## src/rtl/rau_pkg.sv

```systemverilog
`default_nettype none
// ----------------------------------------------------------------------------
// Rational unit package
// Opcodes, status codes and the beat type passed from front to back.
// ----------------------------------------------------------------------------
package rau_pkg;

  typedef enum logic [3:0] {
    OP_ADD = 4'd0, OP_SUB = 4'd1, OP_MUL = 4'd2, OP_DIV = 4'd3,
    OP_NEG = 4'd4, OP_ABS = 4'd5, OP_GT = 4'd6, OP_LT = 4'd7,
    OP_EQ = 4'd8, OP_NE = 4'd9, OP_GE = 4'd10, OP_LE = 4'd11
  } op_t;

  localparam logic [1:0] ST_OK   = 2'd0;
  localparam logic [1:0] ST_ZDEN = 2'd1;
  localparam logic [1:0] ST_OVF  = 2'd2;

  // Work handed to the back end: signed magnitude numerator and denominator,
  // or a finished compare result.
  typedef struct packed {
    logic        is_arith;
    logic        n_neg;
    logic [63:0] n_mag;
    logic        d_neg;
    logic [63:0] d_mag;
    logic        truth;
  } work_t;

endpackage
`default_nettype wire

```

## src/rtl/rau_queue.sv

```systemverilog
`default_nettype none
// ----------------------------------------------------------------------------
// Rational unit work queue
// Two-entry queue between front and back end.
// ----------------------------------------------------------------------------
module rau_queue (
  input  wire logic           clk,
  input  wire logic           rst,
  input  wire logic           push,
  input  wire rau_pkg::work_t push_data,
  output logic                full,
  input  wire logic           pop,
  output logic                empty,
  output rau_pkg::work_t      pop_data
);

  rau_pkg::work_t mem [2];
  logic           wp, rp;
  logic [1:0]     cnt;

  assign full     = (cnt == 2'd2);
  assign empty    = (cnt == 2'd0);
  assign pop_data = mem[rp];

  always_ff @(posedge clk) begin
    if (rst) begin
      wp <= 1'b0; rp <= 1'b0; cnt <= 2'd0;
    end else begin
      if (push) wp <= !wp;
      if (pop)  rp <= !rp;
      cnt <= cnt + 2'(push) - 2'(pop);
    end
  end

  always_ff @(posedge clk) begin
    if (push) mem[wp] <= push_data;
  end

endmodule
`default_nettype wire

```

## config.mk

```make
export PLATFORM = sky130hd
export DESIGN_NAME = rau_queue
export DESIGN_NICKNAME = d
export VERILOG_FILES = /design/src/rtl/rau_pkg.sv /design/src/rtl/rau_queue.sv
export SDC_FILE = /design/constraint.sdc
export NUM_CORES = 1
export LEC_CHECK = 0
export ABC_AREA = 1
export BUFFER_PORTS_ARGS = -buffer_cell sky130_fd_sc_hd__buf_2
export CAP_MARGIN = 20
export CORE_UTILIZATION = 47
export DETAILED_ROUTE_END_ITERATION = 10
export PLACE_DENSITY = 0.75
export SYNTH_ARGS = -nofsm -noshare
export SYNTH_HDL_FRONTEND = slang
export SYNTH_SLANG_ARGS = --single-unit
```

## constraint.sdc

```tcl
create_clock -name clk -period 7.7 [get_ports clk]
set_input_delay 1.155 -clock clk [delete_from_list [all_inputs] [get_ports clk]]
set_output_delay 1.155 -clock clk [all_outputs]
set_load 0.03 [all_outputs]
```

# == Word level (Yosys, flattened, before mapping) ==
# Memory sizes are Yosys's and may differ from the RTL's. A register that Yosys moved wholly into a read port is not among the register bits.
# Cells that the tools add are included.
# classes
n_addsub,2
reduce_logical,3
n_mux,4
n_eq_ne,1
# op_table
cell,count
$mux 1,4
$add 2x1->2,1
$eq 2x2->1 const B,1
$logic_not 1->1,2
$logic_not 2->1,1
$sub 2x1->2,1
# totals
word_cells,14
output_inout_bits,134
memories,1
input_bits,136
register_bits,4
ram_bits,264
# mem_list
memory,depth,width,read_ports,rd_clocked_by_memory_dff,write_ports,line_no,text
mem,2,132,1,1,1,rau_queue.sv:17,rau_pkg::work_t mem [2];

# == Logic depth before layout (Yosys ltp) ==
# logic_depth
ltp_word,3
ltp_mapped,7
depth_no_buf,7

# == Least setup slack after synthesis ==
# No wires, ideal clock.
# synth_timing
path_type,input to register
from,in push
to,mem mem[0][0] (netlist bit) (enable)
t_arrival_ps,6716
cell_stages,2
path_buffers,0
setup_slack_ps,356
setup_ps,628
required_time_ps,7072
cell_sequence,inv_1 -> nor2_1
# synth_between
elab_chain_cells,2
# synth_lines
element,line_no,text
start: declaration,rau_queue.sv:9,"input wire logic push,"
$mux 1,rau_queue.sv:36,if (push) mem[wp] <= push_data;
$mux 1 (not written as such),rau_queue.sv:36,
end: declaration,rau_queue.sv:17,
# No other way between the ends.

==> flow_summary.yaml <==
run_status:
  outcome: "completed"
worst_setup_path:
  end_kind: "output pin"
  crit_required_ns: 6.55
  path_max_fanout: 58
  crit_buf_inv: 2
  path_cells: "buf_4, mux2_2, buf_2"
  startpoint_type: "register"
  crit_slowest_cell: "buf_4"
  crit_type: "register to output pin"
  crit_cells: 3
  cp.arrival_ns: 2.45
  r2r_cells: 3
  rrSetupSlack_ns: 5.39
  slowest_delay_ns: 0.79
  crit_family: "buffers and inverters"
floorplanning:
  row_count: 53
  dieArea_mm2: 0.0220
  die_h_um: 148
  initial_core_util: 0.479
  core_region_area_mm2: 0.0210
  ioPinCount: 270
  die_width_um: 148
global_routing:
  track_usage: 0.158
  antenna_found_initial: 1
  grt_pass1_vias: 5288
  gr-total-overflow: 0
  grt_max_degree: 82
  grt_pass1_wl_um: 26900
timing:
  hold_viol: 0
  period_needed_ns: 3.60
  setup_tns_ns: 0
  setup_violations: 0
  relSlewSlack: 0.278
  rsz0062_at_grt: "no"
  final.period_utilization: 0.468
  skew_ns: 0.0140
  slew_viol_final: 0
  tightestPinTransition_ns: 1.08
  worst_slack_ns: 4.10
  clock.fmax_mhz: 278
yosys:
  synth_compound_area_frac: 0.000497
  synth_seq_area_share: 0.796
  synth-async-reset-ratio: 0
  synth_ff_type: "edfxtp_1"
  synth_cell_types: 15
  synth-edff-count: 264
  yosysMostFrequentCell: "edfxtp_1"
  syn_nets: 580
  synthTopCellsByArea: "edfxtp_1 79%, mux2_4 12%, mux2_2 5.8%, buf_6 1.0%, dfxtp_1 0.99%"
  syn_avg_cell_area_um2: 22.8
  synth_top_area_cell: "edfxtp_1"
  ys_warn_count: 0
  synth_fa_ha_area_frac: 0.00248
  syn_inst: 442
  synth_top_family_by_area: "multiplexers"
  netlist_top_cells_count: "264 x edfxtp_1, 80 x mux2_4, 52 x mux2_2"
  synth-seq-cells: 269
  yosys.area_share.simple: 0.00546
  synth_top_area_share: 0.786
  synthXorXnorAreaFrac: 0.000869
  syn-cell-area_mm2: 0.0101
  synth_mux_area_frac: 0.177
pwr:
  total_power_mw: 3.44
  leakage_nw: 4.91
  power-per-cell-area_mw_per_mm2: 274
  ir_drop_uv: 157
cts:
  cts_hold_buffers: 0
  worstSkewPairLatency_ns: 0.52
  post_cts_buffers: 0
  root_buffer: "clkbuf_16"
  clkTransAtPathRegs_ns: 0.06
  cts_resized: 0
  htreeDepth: 1
  cts_buffers: 27
  clock_path_buffers: 3
  cts.sinks: 269
  cts_tree: "done"
final_layout:
  postLayoutCellArea_mm2: 0.0125
  layout.cells.non_filler: 1026
  drive_above_1_share: 0.596
  area_growth_syn_to_layout_pct: 24.5
  final_nets: 868
routing:
  drc: 0
  drt_iter0_drc: 172
  vias: 4968
  drtPass1Iterations: 4
  wire_per_inst_um: 17.5
  wirelength_um: 18000
  viasPerCell: 4.84
  final_antenna_net_count: 0
placed_design:
  dpl.hpwl_um: 12400
  dp_cells: 976
  placed_cell_area_mm2: 0.0117
  place.gp.congestion: 0.700
  port_buffers: 269
  pre_cts_ws_ns: 4.47
worst_hold_path:
  whs_path_depth: 2
  hp-class: "register to register"
flow_run:
  drv_cap: 0
-- stage by stage --
stage,util,hold slack (ns)
6_report,0.597,0.527
3_5_place_dp,0.556,0.515
5_1_grt,0.597,0.570
2_1_floorplan,-,0.480
4_1_cts,0.597,0.538
3_3_place_gp,0.556,0.499
-- state kept, by name (all words and copies together), names as in the netlist, named ones only --
signal  flops
cnt         2
mem       264
rp          1
wp          1
-- worst register-to-register path, cell delays in order (launching register included) --
cell     delay [ns]
dfxtp_1        0.39
nand2_1        0.14
inv_6          0.36
buf_4          0.94
-- per-layer routing --
layer  GRT usage  wire [um]  up-vias
met5           0          0        -
met4      0.0443        297        0
met3      0.0491       1590       33
met2       0.276       9180      208
met1       0.188       6930     2411
li1            -          -     2316
-- where the power goes --
part | internal (mW) | switching (mW)
logic | 0.180 | 0.289
registers | 1.70 | 0.0225
clock network | 0.748 | 0.501
total | 2.63 | 0.812
-- cells in the final DEF (no fill, tap or decap), types with 2 or more instances in the layout --
cell type and count:
inv_6 2, clkbuf_16 27, clkbuf_1 7, edfxtp_1 264
clkinv_2 4, inv_1 7, nor2_1 7, clkbuf_8 4
bufinv_16 2, buf_2 269, mux2_4 80, clkinv_1 4
mux2_2 52, ha_1 2, nand2_1 4, dfxtp_1 4
buf_4 5
-- kinds of logic after synthesis --
kind of cell	Yosys count
xor gates and xnor gates	1
buffers and inverters	23
AOI/OAI and AO/OA	1
adders and majority gates	2
DFF	269
muxes	132
and+or+nand+nor	14
-- path summary, 6_finish.rpt --
kind         startpoint      endpoint
max            register  pop_data[44]
min                  rp            rp
max reg2reg          wp   mem[1][103]
min reg2reg          rp            rp
-- final cells by class --
cell class,instances,area (um2)
fill,1516,8480
clock inverter,11,104
multi-input combinational,150,1890
sequential,269,8030
inverter,8,35.0
clock buffer,38,757
antenna,1,2.50
timing repair buffer,274,1380
tap,275,344
(Power assumes the default switching activity.)
