<file path="src/rtl/rau_pkg.sv">
`default_nettype none
// ----------------------------------------------------------------------------
// Rational unit package
// Opcodes, status codes and the beat type passed from front to back.
// ----------------------------------------------------------------------------
package rau_pkg;

  typedef enum logic [3:0] {
    OP_ADD = 4'd0, OP_SUB = 4'd1, OP_MUL = 4'd2, OP_DIV = 4'd3,
    OP_NEG = 4'd4, OP_ABS = 4'd5, OP_GT = 4'd6, OP_LT = 4'd7,
    OP_EQ = 4'd8, OP_NE = 4'd9, OP_GE = 4'd10, OP_LE = 4'd11
  } op_t;

  localparam logic [1:0] ST_OK   = 2'd0;
  localparam logic [1:0] ST_ZDEN = 2'd1;
  localparam logic [1:0] ST_OVF  = 2'd2;

  // Work handed to the back end: signed magnitude numerator and denominator,
  // or a finished compare result.
  typedef struct packed {
    logic        is_arith;
    logic        n_neg;
    logic [63:0] n_mag;
    logic        d_neg;
    logic [63:0] d_mag;
    logic        truth;
  } work_t;

endpackage
`default_nettype wire

</file>
<file path="src/rtl/rau_back.sv">
`default_nettype none
// ----------------------------------------------------------------------------
// Rational unit back end
// Binary gcd over 64-bit magnitudes, then restoring division of numerator
// and denominator by the gcd, one quotient bit per cycle; packs the result.
// ----------------------------------------------------------------------------
module rau_back #(
  parameter int WIDTH = 32
) (
  input  wire logic             clk,
  input  wire logic             rst,
  input  wire logic             empty,
  input  wire rau_pkg::work_t   wk,
  output logic                  pop,
  output logic                  done,
  output logic signed [31:0]    res_num,
  output logic [30:0]           res_den,
  output logic                  truth,
  output logic [1:0]            status
);

  typedef enum logic [4:0] {
    B_IDLE = 5'b00001, B_GCD = 5'b00010, B_DIVN = 5'b00100,
    B_DIVD = 5'b01000, B_OUT = 5'b10000
  } bstate_t;

  localparam logic [63:0] LIM = 64'd1 << (WIDTH - 1);

  bstate_t     state;
  rau_pkg::work_t w;
  logic [63:0] gx, gy;
  logic [6:0]  sh;
  logic [63:0] g;
  logic [63:0] quo, rem, dvd;
  logic [6:0]  bit_i;
  logic [63:0] nq, dq;

  // Restoring division step.
  logic [64:0] r2;
  logic [64:0] rt;
  always_comb begin
    r2 = {rem, dvd[63]};
    rt = r2 - {1'b0, g};
  end

  logic neg_r;
  assign neg_r = (w.n_neg != w.d_neg) && (nq != 64'd0);

  assign pop = (state == B_IDLE) && !empty;

  always_ff @(posedge clk) begin
    if (rst) begin
      state <= B_IDLE;
      done  <= 1'b0;
    end else begin
      done <= 1'b0;
      case (state)
        B_IDLE: if (!empty) begin
          state <= wk.is_arith && wk.d_mag != 64'd0 ? B_GCD : B_OUT;
        end
        B_GCD: if (gx == 64'd0 || gy == 64'd0 || gx == gy) state <= B_DIVN;
        B_DIVN: if (bit_i == 7'd63) state <= B_DIVD;
        B_DIVD: if (bit_i == 7'd63) state <= B_OUT;
        B_OUT: begin
          state <= B_IDLE;
          done  <= 1'b1;
        end
        default: state <= B_IDLE;
      endcase
    end
  end

  always_ff @(posedge clk) begin
    case (state)
      B_IDLE: begin
        w <= wk;
        gx <= wk.n_mag; gy <= wk.d_mag; sh <= 7'd0;
      end
      B_GCD: begin
        // Stein step: strip common twos, then odd/even reduction.
        if (gx == 64'd0 || gy == 64'd0 || gx == gy) begin
          g     <= ((gx == 64'd0) ? gy : gx) << sh;
          rem   <= 64'd0; dvd <= w.n_mag; bit_i <= 7'd0; quo <= 64'd0;
        end else if (!gx[0] && !gy[0]) begin
          gx <= gx >> 1; gy <= gy >> 1; sh <= sh + 7'd1;
        end else if (!gx[0]) gx <= gx >> 1;
        else if (!gy[0]) gy <= gy >> 1;
        else if (gx > gy) gx <= (gx - gy) >> 1;
        else gy <= (gy - gx) >> 1;
      end
      B_DIVN, B_DIVD: begin
        if (!rt[64]) begin
          rem <= rt[63:0]; quo <= {quo[62:0], 1'b1};
        end else begin
          rem <= r2[63:0]; quo <= {quo[62:0], 1'b0};
        end
        dvd   <= dvd << 1;
        bit_i <= bit_i + 7'd1;
        if (bit_i == 7'd63) begin
          bit_i <= 7'd0;
          rem   <= 64'd0;
          quo   <= 64'd0;
          dvd   <= w.d_mag;
          if (state == B_DIVN) nq <= {quo[62:0], !rt[64]};
          else dq <= {quo[62:0], !rt[64]};
        end
      end
      B_OUT: begin
        res_num <= 32'sd0; res_den <= 31'd0;
        truth   <= w.truth; status <= rau_pkg::ST_OK;
        if (w.is_arith) begin
          if (w.d_mag == 64'd0) status <= rau_pkg::ST_ZDEN;
          else if (dq > LIM - 64'd1 || (neg_r ? nq > LIM : nq > LIM - 64'd1))
            status <= rau_pkg::ST_OVF;
          else begin
            res_num <= neg_r ? -$signed(nq[31:0]) : $signed(nq[31:0]);
            res_den <= dq[30:0];
          end
        end
      end
      default: ;
    endcase
  end

endmodule
`default_nettype wire

</file>
<file path="config.mk">
export PLATFORM = sky130hd
export DESIGN_NAME = rau_back
export DESIGN_NICKNAME = d
export VERILOG_FILES = /design/src/rtl/rau_pkg.sv /design/src/rtl/rau_back.sv
export SDC_FILE = /design/constraint.sdc
export NUM_CORES = 2
export LEC_CHECK = 0
export BUFFER_PORTS_ARGS = -buffer_cell sky130_fd_sc_hd__buf_2
export CAP_MARGIN = 10
export CORE_MARGIN = 1
export CORE_UTILIZATION = 45
export DETAILED_ROUTE_END_ITERATION = 6
export GPL_TIMING_DRIVEN = 0
export PLACE_DENSITY = 0.66
export SLEW_MARGIN = 20
export SYNTH_ARGS = -nofsm -noshare
export SYNTH_HDL_FRONTEND = slang
export SYNTH_SLANG_ARGS = --single-unit
</file>
<file path="constraint.sdc">
create_clock -name clk -period 35.6 [get_ports clk]
set_input_delay 3.56 -clock clk [delete_from_list [all_inputs] [get_ports clk]]
set_output_delay 3.56 -clock clk [all_outputs]
set_load 0.01 [all_outputs]
</file>
# [Word level (Yosys, flattened, before mapping)]
# Index checks and enable logic that the tools add are counted.
[op_classes] n_addsub=6 order_cmp=4 eq_ne=18 shift=1 n_mux=40 n_bitwise=2 reduce_logical=31
[ops] cell="two-way mux 64 bit" count=16
[ops] cell="case mux 64 bit (2 select lines)" count=4
[ops] cell="logical NOT 64 bit" count=3
[ops] cell="greater-than comparator 64 x 31 -> 1 bit, second input constant" count=2
[ops] cell="nonzero test 64 bit" count=2
[ops] cell="subtractor 64 bit" count=2
[ops] cell="case mux 63 bit (2 select lines)" count=1
[ops] cell="subtractor 65 x 64 -> 65 bit" count=1
[ops] cell="== test 64 bit" count=1
[ops] cell="greater-than comparator 64 x 32 -> 1 bit, second input constant" count=1
[ops] cell="greater-than comparator 64 bit" count=1
[ops] cell="left shift 64 x 7 -> 64 bit" count=1
[ops] cell="two-way mux 63 bit" count=1
[ops] cell="two-way mux 32 bit" count=1
[ops] cell="negation 32 bit" count=1
[ops] cell="two-way mux 7 bit" count=4
[ops] cell="case mux 7 bit (2 select lines)" count=2
[ops] cell="two-way mux 5 bit" count=5
[ops] cell="case mux 5 bit (4 select lines)" count=1
[ops] cell="adder 7 x 1 -> 7 bit, second input constant" count=2
[ops] cell="inequality test 2 bit, second input constant" count=6
[ops] cell="inequality test 4 bit, second input constant" count=3
[ops] cell="AND reduction 3 bit" count=4
[ops] cell="AND reduction 4 bit" count=3
[ops] cell="other kinds (18)" count=34
[word_totals] register_bits=729 in_bits=135 output_inout_bits=68 wordCells=127

# [Logic depth before layout (Yosys ltp)]
[depth] word_depth=7 ltp_mapped=17 ltp_nobuf=15

# [Least setup slack after synthesis]
# OpenSTA, ideal clock, no wires.
[synth_timing] path_kind="reg2reg" startpoint="register gx[9]" endpoint="register bit_i[0] (enable)" setup_time_ns=1.057 arrival_time_ns=16.287 required_ns=34.543 setup_slack_ns=18.256 stages_incl_launch_ff=13 path_buffers=1 synth_period_minus_slack_ns=17.344 path_cell_list="edfxtp_1 inv_1 ha_1 buf_2 nand2_1 nor2_1 nand3_1 nor4_1 nand4_1 nor3_1 nor3_1 nand2_1 a21boi_0"
[synth_between] elab_chain_len=5 word_cells_on_any_way=6 cone_classes="2 x eq/ne; 4 x reduce/logical"
[synth_lines] element="start, declared" line_no="rau_back.sv:31" text="logic [63:0] gx, gy;"
[synth_lines] element="start signal, assigned" line_no="rau_back.sv:85" text="gx <= gx >> 1; gy <= gy >> 1; sh <= sh + 7'd1;"
[synth_lines] element="start signal, assigned" line_no="rau_back.sv:86" text="end else if (!gx[0]) gx <= gx >> 1;"
[synth_lines] element="start signal, assigned" line_no="rau_back.sv:88" text="else if (gx > gy) gx <= (gx - gy) >> 1;"
[synth_lines] element="logical NOT 64 bit" line_no="rau_back.sv:81" text="if (gx == 64'd0 || gy == 64'd0 || gx == gy) begin"
[synth_lines] element="logical OR 1 bit" line_no="rau_back.sv:81"
[synth_lines] element="logical OR 1 bit (*)" line_no="rau_back.sv:81"
[synth_lines] element="inequality test 2 bit (no source line) (*)"
[synth_lines] element="AND reduction 2 bit (no source line) (*)"
[synth_lines] element="end signal, assigned" line_no="rau_back.sv:98" text="bit_i <= bit_i + 7'd1;"
[synth_lines] element="end, declared" line_no="rau_back.sv:35" text="logic [6:0] bit_i;"
# Mark *: on every way between the ends. The rest lies on a longest branch, timed or not.
# A chain may end at the register's enable or synchronous reset.

# [Worst setup path in the final report]
[layout_timing] startpoint="input empty" endpoint="output pop"
[layout_between] elab_chain_len=2
[layout_lines] element="start, declared" line_no="rau_back.sv:12" text="input wire logic empty,"
[layout_lines] element="logical NOT 1 bit"
[layout_lines] element="logical AND 1 bit" line_no="rau_back.sv:49" text="assign pop = (state == B_IDLE) && !empty;"
[layout_lines] element="end, declared" line_no="rau_back.sv:14" text="output logic pop,"
# No other way between the ends.

==> results.py <==
metrics = {
    "clock_tree": {
        "cts_tree": "done",
        "cts_buffers": 78,
        "cts_root_buf": "clkbuf_16",
        "htreeDepth": 3,
        "path_clk_slew_ns": 0.06,
        "holdBufCountCts": 0,
        "clockBufferDepth": 3,
        "clkLatencyLatePin_ns": 0.69,
        "postCtsSetupBuffers": 0,
        "cts_sinks": 729,
        "cts.repair.resized": 0,
    },
    "critical_path": {
        "crit_path_end_kind": "output port",
        "worstReg2RegStart": "gx[0]",
        "critical_path_class": "in2out",
        "r2r_slack_ns": 29.66,
        "r2r_cells": 16,
        "crit_required_ns": 32.04,
        "start_kind": "primary input",
        "r2r-end": "gx[57]",
        "cp.arrival_ns": 3.98,
        "crit_fanout": 3,
    },
    "timing": {
        "tightest_slew_ns": 1.15,
        "slew_headroom_pct": 23.0,
        "rsz0062_at_grt": "no",
        "fmax_mhz": 133,
        "clock-skew-final_ns": 0.0563,
        "min_period_ns": 7.54,
        "maxSlewViolCount": 0,
        "setup_viol": 0,
        "tns_ns": 0,
        "finalHoldViolations": 0,
        "min_period_over_period_pct": 21.2,
    },
    "layout": {
        "fin_util_pct": 51.4,
        "nNetsFinal": 5161,
        "multi_input_area_um2": 21000,
        "final_cell_area_um2": 50600,
        "n_fill_cell": 8983,
        "area_growth_pct": 12.9,
        "final-seq-area_um2": 21800,
        "drive_above_1_share_pct": 9.15,
    },
    "detailed_routing": {
        "antenna_left": 0,
        "vias": 38800,
        "wl_mm": 164,
        "drtIter0Drc": 5125,
        "route.detailed.wl_per_inst_um": 26.5,
        "drc": 0,
        "drtPass1Iterations": 6,
        "routed_via_density": 6.28,
    },
    "floorplan": {
        "design.core.area_um2": 98600,
        "dieArea_um2": 101000,
        "die_height_um": 318,
        "io_pins": 203,
        "initial_core_util_pct": 45.5,
        "core.rowCount": 115,
        "dieWidth_um": 318,
    },
    "grt": {
        "antenna_found_initial": 29,
        "grt_pass1_wl_mm": 239,
        "grt_max_degree": 78,
        "grt_remaining_overflow": 0,
        "grt_pass1_vias": 36700,
        "grtUsageTotal_pct": 31.7,
    },
    "run_status": {
        "status": "finished clean",
    },
    "synthesis": {
        "seq_area_frac_synth_pct": 48.7,
        "async_flop_share_pct": 0,
        "ys_types": 80,
        "synth-seq-cells": 729,
        "synth_edf_count": 723,
        "syn_inst": 4516,
        "ys.flop_type": "edfxtp_1",
        "postSynthAreaPerCell_um2": 9.93,
        "synthesis.nets": 4851,
        "yosysWarnings": 0,
        "syn_area_um2": 44800,
    },
    "power_and_ir_drop": {
        "power_density_nw_per_um2": 56.7,
        "p_leak_uw": 0.0203,
        "vdd_drop_max_mv": 0.0368,
    },
    "placement": {
        "place_area_um2": 48100,
        "portBuffers": 202,
        "dp.final_hpwl_mm": 128,
        "gp_congestion": 1.07,
    },
    "hold_path": {
        "hold_start": "w[0]",
        "worstHoldPathCells": 0,
        "worst_hold_path.endpoint": "truth",
        "hold_class": "reg2reg",
    },
    "job": {
        "maxCapViolations": 0,
    },
}
## state kept, by name, indices dropped and copies added, names as in the netlist
signal,cells
bit_i,7
done,1
dq,64
dvd,64
g,64
gx,64
gy,64
nq,64
quo,63
rem,64
res_den,31
res_num,32
sh,7
state,5
status,2
truth,1
w,132
## per-stage QoR
stage	hold slack [ns]	instances	power [µW]	setup slack (ns)
final	0.442	6183	2870	28.06
after global routing	0.456	6171	2950	28.03
after CTS	0.450	6171	2820	28.06
after detailed placement	0.423	6033	2020	28.06
after global placement	0.405	6005	2020	9.39
after floorplan	0.400	4516	1680	18.26
## kinds of logic after synthesis
logic type | after synthesis | synth area share, %
AND/OR/NAND/NOR | 1469 | 15.4
XOR/XNOR | 209 | 4.08
adder cells (fa/ha/maj) | 200 | 5.63
AO/OA/AOI/OAI | 1153 | 16.3
buffers and inverters | 520 | 4.55
multiplexers | 236 | 5.34
flip-flops | 729 | 48.7
## cell usage after synthesis (92+ instances only)
| cell type | n | area (µm²) |
|---|---|---|
| xnor2_1 | 126 | 1100 |
| and3_1 | 123 | 769 |
| ha_1 | 197 | 2460 |
| nor2_1 | 501 | 1880 |
| a21oi_1 | 441 | 2210 |
| edfxtp_1 | 723 | 21700 |
| o21ai_0 | 185 | 926 |
| nand2_1 | 304 | 1140 |
| nor3_1 | 187 | 936 |
| inv_1 | 240 | 901 |
| clkbuf_1 | 212 | 796 |
| a21o_1 | 92 | 691 |
| mux2i_1 | 220 | 2200 |
## per-layer routing
metal / global-route usage, % / part of all wire (%) / up-vias
li1: - / - / 17300
met1: 41.8 / 39 / 18400
met2: 46.7 / 42 / 2445
met3: 9.19 / 12 / 608
met4: 17.8 / 6.7 / 18
met5: 0 / 0.075 / -
## worst max-delay path, cell delays in order
cell and delay (ns):
buf_2 0.15, nor2_1 0.11, buf_2 0.16
## report_power, final
part           internal (µW)  leakage, µW  switching (µW)  total (µW)
registers               1020      0.00744            85.6        1110
clock network            454      0.00121             359         813
logic                    310       0.0117             641         952
## cell type report
type                    count  area share [%]
diodes                     12          0.0593
well taps                1287            3.18
flip-flops and latches    729            43.1
repair buffers            230            3.10
clock inverters            46           0.924
clock buffers              92            4.00
plain buffers             277            2.22
inverters                 243            1.82
multi-input cells        3267            41.6
## worst max-delay path by stage
stage            from        to  slack, ns
6_report        empty       pop      28.06
2_1_floorplan   gx[9]  bit_i[0]      18.26
3_3_place_gp   gy[21]   dvd[20]       9.39
3_5_place_dp    empty       pop      28.06
4_1_cts         empty       pop      28.06
5_1_grt         empty       pop      28.03
## placed cells by master, fill, tap and decap left out, types with 25 or more instances in the layout
master and instances:
a211oi_1 38, a21o_1 92, a21oi_1 441, a221oi_1 74
a31oi_1 48, and2_1 39, and3_1 121, buf_2 238
clkbuf_1 225, clkbuf_16 79, edfxtp_1 723, ha_1 197
inv_1 239, mux2i_1 220, nand2_1 304, nand3_1 52
nand4_1 71, nor2_1 498, nor2b_1 25, nor3_1 187
nor4_1 84, o21a_1 30, o21ai_0 185, o21bai_1 64
o22ai_1 31, o31ai_1 28, xnor2_1 126, xor2_1 83
Note: power is estimated with default switching activity, not from simulation.
