===== src/rtl/rau_pkg.sv =====
`default_nettype none
// ----------------------------------------------------------------------------
// Rational unit package
// Opcodes, status codes and the beat type passed from front to back.
// ----------------------------------------------------------------------------
package rau_pkg;

  typedef enum logic [3:0] {
    OP_ADD = 4'd0, OP_SUB = 4'd1, OP_MUL = 4'd2, OP_DIV = 4'd3,
    OP_NEG = 4'd4, OP_ABS = 4'd5, OP_GT = 4'd6, OP_LT = 4'd7,
    OP_EQ = 4'd8, OP_NE = 4'd9, OP_GE = 4'd10, OP_LE = 4'd11
  } op_t;

  localparam logic [1:0] ST_OK   = 2'd0;
  localparam logic [1:0] ST_ZDEN = 2'd1;
  localparam logic [1:0] ST_OVF  = 2'd2;

  // Work handed to the back end: signed magnitude numerator and denominator,
  // or a finished compare result.
  typedef struct packed {
    logic        is_arith;
    logic        n_neg;
    logic [63:0] n_mag;
    logic        d_neg;
    logic [63:0] d_mag;
    logic        truth;
  } work_t;

endpackage
`default_nettype wire


===== src/rtl/rau_front.sv =====
`default_nettype none
// ----------------------------------------------------------------------------
// Rational unit front end
// Decodes one item over a few steps: forms the cross products one multiply
// per cycle, then the numerator sum, and pushes a work beat.
// ----------------------------------------------------------------------------
module rau_front #(
  parameter int WIDTH = 32
) (
  input  wire logic                 clk,
  input  wire logic                 rst,
  input  wire logic                 start,
  output logic                      busy,
  input  wire logic [3:0]           op,
  input  wire logic signed [31:0]   a_num,
  input  wire logic signed [31:0]   a_den,
  input  wire logic signed [31:0]   b_num,
  input  wire logic signed [31:0]   b_den,
  output logic                      push,
  output rau_pkg::work_t            push_data,
  input  wire logic                 q_full
);

  typedef enum logic [3:0] {
    F_IDLE = 4'b0001, F_MUL = 4'b0010, F_SUM = 4'b0100, F_PUSH = 4'b1000
  } fstate_t;

  fstate_t     state;
  logic [3:0]  op_r;
  logic [WIDTH-1:0] an_m, ad_m, bn_m, bd_m;
  logic        an_s, ad_s, bn_s, bd_s;
  logic        raw_eq;
  logic [63:0] p0, p1, p2;
  logic        p0s, p1s, p2s;
  logic [1:0]  mcnt;
  rau_pkg::work_t wk;

  function automatic logic [WIDTH-1:0] fmag(input logic [31:0] v);
    logic [WIDTH-1:0] t;
    t = v[WIDTH-1:0];
    return t[WIDTH-1] ? (~t + 1'b1) : t;
  endfunction

  // Multiplier operand select, one product per cycle.
  logic [WIDTH-1:0] mx, my;
  logic             ms;
  logic [63:0]      mp;
  always_comb begin
    mx = an_m; my = bd_m; ms = an_s ^ bd_s;
    case (mcnt)
      2'd0: begin
        mx = an_m; my = bd_m; ms = an_s ^ bd_s;
        if (op_r == rau_pkg::OP_MUL) begin my = bn_m; ms = an_s ^ bn_s; end
      end
      2'd1: begin
        mx = bn_m; my = ad_m; ms = bn_s ^ ad_s;
        if (op_r == rau_pkg::OP_DIV) begin mx = ad_m; my = bn_m; end
      end
      default: begin mx = ad_m; my = bd_m; ms = ad_s ^ bd_s; end
    endcase
    mp = 64'(mx) * 64'(my);
  end

  // Signed magnitude sum of p0 and (+/-)p1.
  logic        s1;
  logic        sum_neg;
  logic [63:0] sum_mag;
  always_comb begin
    s1 = p1s ^ (op_r != rau_pkg::OP_ADD);
    if (p0s == s1) begin
      sum_neg = p0s; sum_mag = p0 + p1;
    end else if (p0 >= p1) begin
      sum_neg = p0s; sum_mag = p0 - p1;
    end else begin
      sum_neg = s1; sum_mag = p1 - p0;
    end
    if (sum_mag == 64'd0) sum_neg = 1'b0;
  end

  // Sign of cross difference times sign of both denominators.
  logic nz, sgn_neg;
  always_comb begin
    nz = (sum_mag != 64'd0) && (ad_m != '0) && (bd_m != '0);
    sgn_neg = sum_neg ^ ad_s ^ bd_s;
  end
  function automatic logic cmp_gt();
    return nz && !sgn_neg;
  endfunction
  function automatic logic cmp_lt();
    return nz && sgn_neg;
  endfunction

  assign busy = (state != F_IDLE);
  assign push = (state == F_PUSH) && !q_full;
  assign push_data = wk;

  always_ff @(posedge clk) begin
    if (rst) begin
      state <= F_IDLE;
      mcnt  <= 2'd0;
    end else begin
      case (state)
        F_IDLE: if (start) begin
          state <= F_MUL;
          mcnt  <= 2'd0;
        end
        F_MUL: begin
          mcnt <= mcnt + 2'd1;
          if (mcnt == 2'd2) state <= F_SUM;
        end
        F_SUM: state <= F_PUSH;
        F_PUSH: if (!q_full) state <= F_IDLE;
        default: state <= F_IDLE;
      endcase
    end
  end

  always_ff @(posedge clk) begin
    if (state == F_IDLE && start) begin
      op_r <= op;
      an_m <= fmag(a_num); an_s <= a_num[WIDTH-1];
      ad_m <= fmag(a_den); ad_s <= a_den[WIDTH-1];
      bn_m <= fmag(b_num); bn_s <= b_num[WIDTH-1];
      bd_m <= fmag(b_den); bd_s <= b_den[WIDTH-1];
      raw_eq <= (a_num[WIDTH-1:0] == b_num[WIDTH-1:0]) &&
                (a_den[WIDTH-1:0] == b_den[WIDTH-1:0]);
    end
    if (state == F_MUL) begin
      case (mcnt)
        2'd0:    begin p0 <= mp; p0s <= ms; end
        2'd1:    begin p1 <= mp; p1s <= ms; end
        default: begin p2 <= mp; p2s <= ms; end
      endcase
    end
    if (state == F_SUM) begin
      wk.is_arith <= (op_r <= rau_pkg::OP_ABS);
      wk.truth    <= 1'b0;
      wk.n_neg    <= 1'b0; wk.n_mag <= 64'd0;
      wk.d_neg    <= 1'b0; wk.d_mag <= 64'd0;
      case (op_r)
        rau_pkg::OP_ADD, rau_pkg::OP_SUB: begin
          wk.n_neg <= sum_neg; wk.n_mag <= sum_mag;
          wk.d_neg <= p2s; wk.d_mag <= p2;
        end
        rau_pkg::OP_MUL: begin
          wk.n_neg <= p0s; wk.n_mag <= p0;
          wk.d_neg <= p2s; wk.d_mag <= p2;
        end
        rau_pkg::OP_DIV: begin
          wk.n_neg <= p0s; wk.n_mag <= p0;
          wk.d_neg <= p1s; wk.d_mag <= p1;
        end
        rau_pkg::OP_NEG: begin
          wk.n_neg <= !an_s; wk.n_mag <= 64'(an_m);
          wk.d_neg <= ad_s;  wk.d_mag <= 64'(ad_m);
        end
        rau_pkg::OP_ABS: begin
          wk.n_mag <= 64'(an_m); wk.d_mag <= 64'(ad_m);
        end
        rau_pkg::OP_GT:  wk.truth <= cmp_gt();
        rau_pkg::OP_LT:  wk.truth <= cmp_lt();
        rau_pkg::OP_EQ:  wk.truth <= raw_eq;
        rau_pkg::OP_NE:  wk.truth <= !raw_eq;
        rau_pkg::OP_GE:  wk.truth <= !cmp_lt();
        rau_pkg::OP_LE:  wk.truth <= !cmp_gt();
        default: ;
      endcase
    end
  end

endmodule
`default_nettype wire


===== config.mk =====
export PLATFORM = sky130hd
export DESIGN_NAME = rau_front
export DESIGN_NICKNAME = d
export VERILOG_FILES = /design/src/rtl/rau_pkg.sv /design/src/rtl/rau_front.sv
export SDC_FILE = /design/constraint.sdc
export NUM_CORES = 2
export LEC_CHECK = 0
export BUFFER_PORTS_ARGS = -buffer_cell sky130_fd_sc_hd__buf_4
export CAP_MARGIN = 10
export CORE_MARGIN = 2
export CORE_UTILIZATION = 23
export DETAILED_ROUTE_END_ITERATION = 7
export PLACE_DENSITY_LB_ADDON = 0.05
export SLEW_MARGIN = 20
export SYNTH_ARGS = -nofsm -noshare
export SYNTH_HDL_FRONTEND = slang
export SYNTH_SLANG_ARGS = --single-unit

===== constraint.sdc =====
create_clock -name clk -period 44.1 [get_ports clk]
set_input_delay 2.205 -clock clk [delete_from_list [all_inputs] [get_ports clk]]
set_output_delay 2.205 -clock clk [all_outputs]
set_load 0.03 [all_outputs]

After elaboration in Yosys (flattened, before gate mapping)
Index checks and enable logic that the tools add are counted.
- reduce and logical (&&, ||, !) cells: 31
- equality and inequality tests: 24
- shift-type cells: 0
- $add $sub $neg: 8
- multiplexer cells: 27
- multiply operators: 1
- magnitude comparators: 2
- bitwise operators: 12
- div/mod/pow operators: 0
- operators with widths (kind ; count):
    $pmux W64 S3 ; 2
    $add A32 B1 Y32 const B ; 4
    $mux W64 ; 2
    $not A32 Y32 ; 4
    $pmux W32 S2 ; 2
    $sub A64 B64 Y64 ; 2
    $mux W31 ; 4
    $mux W32 ; 3
    $add A64 B64 Y64 ; 1
    $eq A32 B32 Y1 ; 2
    $ge A64 B64 Y1 ; 1
    $logic_not A64 Y1 ; 1
    $mul A32 B32 Y64 ; 1
    $reduce_bool A32 Y1 ; 2
    $reduce_bool A64 Y1 ; 1
    $eq A4 B3 Y1 const B ; 5
    $eq A4 B4 Y1 const B ; 5
    $pmux W4 S4 ; 1
    $eq A4 B2 Y1 const B ; 3
    $mux W4 ; 3
    $eq A4 B1 Y1 const B ; 2
    $reduce_and A2 Y1 ; 4
    $reduce_or A2 Y1 ; 4
    $logic_and A1 B1 Y1 ; 7
    other kinds (22) ; 39
- RAM bits: 0
- latch bits: 0
- bits in read-only memories: 0
- register bits: 470
- memories: 0

Longest topological paths before layout
- word-level depth: 12
- depth in mapped cells: 42

Least setup slack after synthesis
OpenSTA, ideal clock, no wires.
- kind: register to register
- from: register state[2]
- to: register state[0]
- cell stages (with the launch flop): 4
- data required time: 43.972 ns
- arrival: 15.362 ns
- path slack: 28.609 ns
- library setup time: 0.128 ns
- period minus slack after synthesis: 15.491 ns
- buffers on the path: 0
- path through: dfxtp_1 > nor4b_1 > nor2_1 > a311o_1
- word-level cells in the longest chain between the ends: 3
- elaborated cells on any way between the ends: 9
- ends and longest elaborated chain (what ; line ; text):
    start, declared ; rau_front.sv:28 ; fstate_t state;
    start signal, assigned ; rau_front.sv:99 ; state <= F_IDLE;
    start signal, assigned ; rau_front.sv:104 ; state <= F_MUL;
    start signal, assigned ; rau_front.sv:109 ; if (mcnt == 2'd2) state <= F_SUM;
    $eq A4 B2 Y1, or another cell as far along ; rau_front.sv:102 ; case (state)
    $ne A2 B2 Y1 (no line) ; n/a ;
    $reduce_and A3 Y1 (no line) ; n/a ;
Parallel ways exist; a longest one is shown, timed or not.
A chain may end at the register's enable or synchronous reset.

Worst setup path after layout
- from: register op_r[3]
- to: register p2[58], data pin
- word-level cells in the longest chain between the ends: 4
- elaborated cells on any way between the ends: 8
- ends and longest elaborated chain (what ; line ; text):
    start, declared ; rau_front.sv:29 ; logic [3:0] op_r;
    start signal, assigned ; rau_front.sv:120 ; op_r <= op;
    $eq A4 B2 Y1, on equally long branches ; rau_front.sv:57, rau_front.sv:53 ;
    $mux W32, on equally long branches ; rau_front.sv:57, rau_front.sv:53 ;
    $pmux W32 S2 ; rau_front.sv:50 ; case (mcnt)
    $mul A32 B32 Y64 (*) ; rau_front.sv:61 ; mp = 64'(mx) * 64'(my);
    via mp[58] ; rau_front.sv:47 ; logic [63:0] mp;
    end signal, assigned ; rau_front.sv:132 ; default: begin p2 <= mp; p2s <= ms; end
    end, declared ; rau_front.sv:33 ; logic [63:0] p0, p1, p2;
Mark *: on every way through the listed nets, which the timed path passes. The rest lies on a longest branch.

==> impl_results.md <==
* Status: completed
* Number of global-route vias before repair at 57.06k
* Hold Path Stages at 2
* Period utilization at 0.2913
* R2R Setup Slk at 31.25 ns
* Post-cts gate resize count at 0
* RSZ-0062 raised after global routing: no
* Arrival time at the worst endpoint at 13.22 ns
* Final setup fails at 0
* Postcts setup bufs at 0
* FP Rows at about 200
* CP most frequent cell: fa_1
* Top_reg_cell synth: edfxtp_1
* Max-slew headroom at 0.1895
* Final ANT Viol Nets at 0
* Gpl congestion at 0.8940
* DP HPWL at 271.5 mm
* Most common cell after layout, fill and taps aside: inv_1
* Top Ports at 270
* R2R depth at 33
* Die height at ~540 um
* Synth Warn # at 0
* TritonCTS clock tree: yes
* Initial Utilization at 0.2308
* Clk Latency, worst-skew pair at 0.71 ns
* Crit path largest cell delay at between 0.8 and 0.9 ns
* Hold Path Origin: mcnt[0]
* Initial antenna violation count at 38
* Final Slew Violations at 0
* Largest net degree at the start of global routing at 76
* Clock tree root buffer cell: clkbuf_16
* Crit Path Max Fanout at 47
* Vias per inst at between 4 and 5
* CP Capture Type: flip-flop
* Via count at between 50k and 60k
* Synth Instances at 7217
* Hold Crit Class: flip-flop to flip-flop
* Net Count, Synth at a little under 9k
* Setup TNS at 0 ns
* Register area share after synthesis at 0.2162
* Syn avg cell area at 9.006 um2
* Clock-pin slew on the worst setup and hold paths at 0.06 ns
* Async SR Flop Fraction at 0
* # Max-Cap Violations at 0
* Clk buf depth at 3
* Share of layout cells above drive strength 1 at 0.08514
* Worst Path Required at 44.48 ns
* Core area at 281600 um2
* Syn-to-layout area delta at 13.06%
* Total GRT Usage at 0.2369
* Hold Buf Count CTS at 0
* DRT Pass-1 Iters at 8
* Chip Width at 535.6 um
* Final hold viol count at 0
* FF-to-FF End: p2[58]
* Htree depth at 2
* CP max-delay cell: nand2_1
* Critical R2R Launch: op_r[3]
* Least-Margin Pin Slew at ~1.2 ns
* WL/cell at 30.97 um
* First-iteration detailed-routing DRC count at 4993
* EDFF count, synth at around 460
* Synthesized flop and latch total at 470
* Commonest cells after routing, fill and taps aside: inv_1, fa_1, nor2_1
* First-pass GRT wire length at 474.8 mm
* Worst Hold End: mcnt[0]
* Critical path class: flip-flop to flip-flop
* DRC at 0
* Worst Setup Start Kind: flip-flop
* Clock skew at ~0.047 ns
* Die area at 286900 um2
* Nets@finish at 8810
* Grt total ovfl at 0
* Number of buffers created by CTS at 60
* Netlist cell types at 103
* DRT Wirelength at 344.1 mm
* Port Buf Inserts at 269
* CTS Sinks at between 400 and 500
* Final min period at 12.85 ns
* F_max at 0.07785 GHz
* CP startpoint: op_r[3]
* Mapped cell area at 64990 um2
cell type report:
class / instances / area, um2
Antenna cell: 4 / 10.01
Clock buffer: 71 / 1574
Multi-Input combinational cell: 5236 / 45510
Timing Repair Buffer: 406 / 3045
Sequential cell: 470 / 14050
Tap cell: 3743 / 4683
Clock inverter: 40 / 312.8
Fill cell: 30765 / 208100
Inverter: 1141 / 4288
synth_stat cells, drive strengths merged, types with 56 or more instances:
cell	instances	area (um2)
clkbuf	297	1115
fa	899	18000
nor3	93	465.5
ha	460	5756
xor2	94	823.3
nor2	867	3259
nor4	72	450.4
nand4	69	431.7
edfxtp	464	13930
xnor2	204	1787
nand2	818	3073
o31ai	78	590.6
and2	65	406.6
nand3	65	325.3
buf	73	352.8
a21o	87	653.1
nand2b	56	350.3
inv	1140	4279
o21ai	261	1306
a21oi	320	1609
logic make-up (layout without fill, tap and decap cells):
group,after synthesis,in the layout,synth area share
other cells,0,4,0
compound gates,1255,1255,0.1291
simple gates,2293,2293,0.1557
xor+xnor,298,298,0.04016
fa+ha+maj,1359,1359,0.3655
flops,470,470,0.2162
buf+inv,1511,1658,0.08848
mux,31,31,0.004909
state kept, by name, indices dropped and copies added, names as in the netlist:
signal / cells
p0s: 1
bn_s: 1
an_m: 32
p1s: 1
ad_m: 32
raw_eq: 1
p2s: 1
bn_m: 32
state: 4
op_r: 4
push_data: 132
an_s: 1
mcnt: 2
bd_s: 1
p2: 64
p0: 64
ad_s: 1
p1: 64
bd_m: 32
critical path: cells and delay by family (launching register included):
kind	cells	cell delay, ns
adders and majority gates	9	4.48
AOI/OAI and AO/OA	12	2.67
and+or+nand+nor	7	2.60
buffers and inverters	4	1.27
xor gates and xnor gates	1	0.73
DFF	1	0.70
through the flow:
| step | utilization | instance area (um2) | worst slack (ns) | instances | hold WS, ns |
|---|---|---|---|---|---|
| 2_1_floorplan | - | 64990 | 28.61 | 7217 | 0.4547 |
| 3_3_place_gp | 0.2542 | 71580 | 31.11 | 10995 | 0.4753 |
| 3_5_place_dp | 0.2542 | 71580 | 31.08 | 10996 | 0.4785 |
| 4_1_cts | 0.2609 | 73470 | 31.11 | 11107 | 0.4878 |
| 5_1_grt | 0.2609 | 73470 | 30.52 | 11107 | 0.5196 |
| 6_report | 0.2610 | 73480 | 31.25 | 11111 | 0.4852 |
layer usage:
metal	up-vias	track usage	share of wire
met3	267	0.02219	0.047
met4	0	0.05151	0.024
met1	28795	0.3391	0.47
met5	-	0	0
li1	23946	-	-
met2	1811	0.3850	0.46
worst max-delay path by stage:
stage	end	slack, ns	cells past startpoint
after global placement	p0[58]	31.11	36
final	p2[58]	31.25	33
after floorplan	state[0]	28.61	3
after global routing	p0[58]	30.52	36
after CTS	p2[58]	31.11	33
after detailed placement	p0[58]	31.08	33
Power is not shown: default switching activity piles up to over one toggle a cycle in this logic, so the estimate is an artifact.
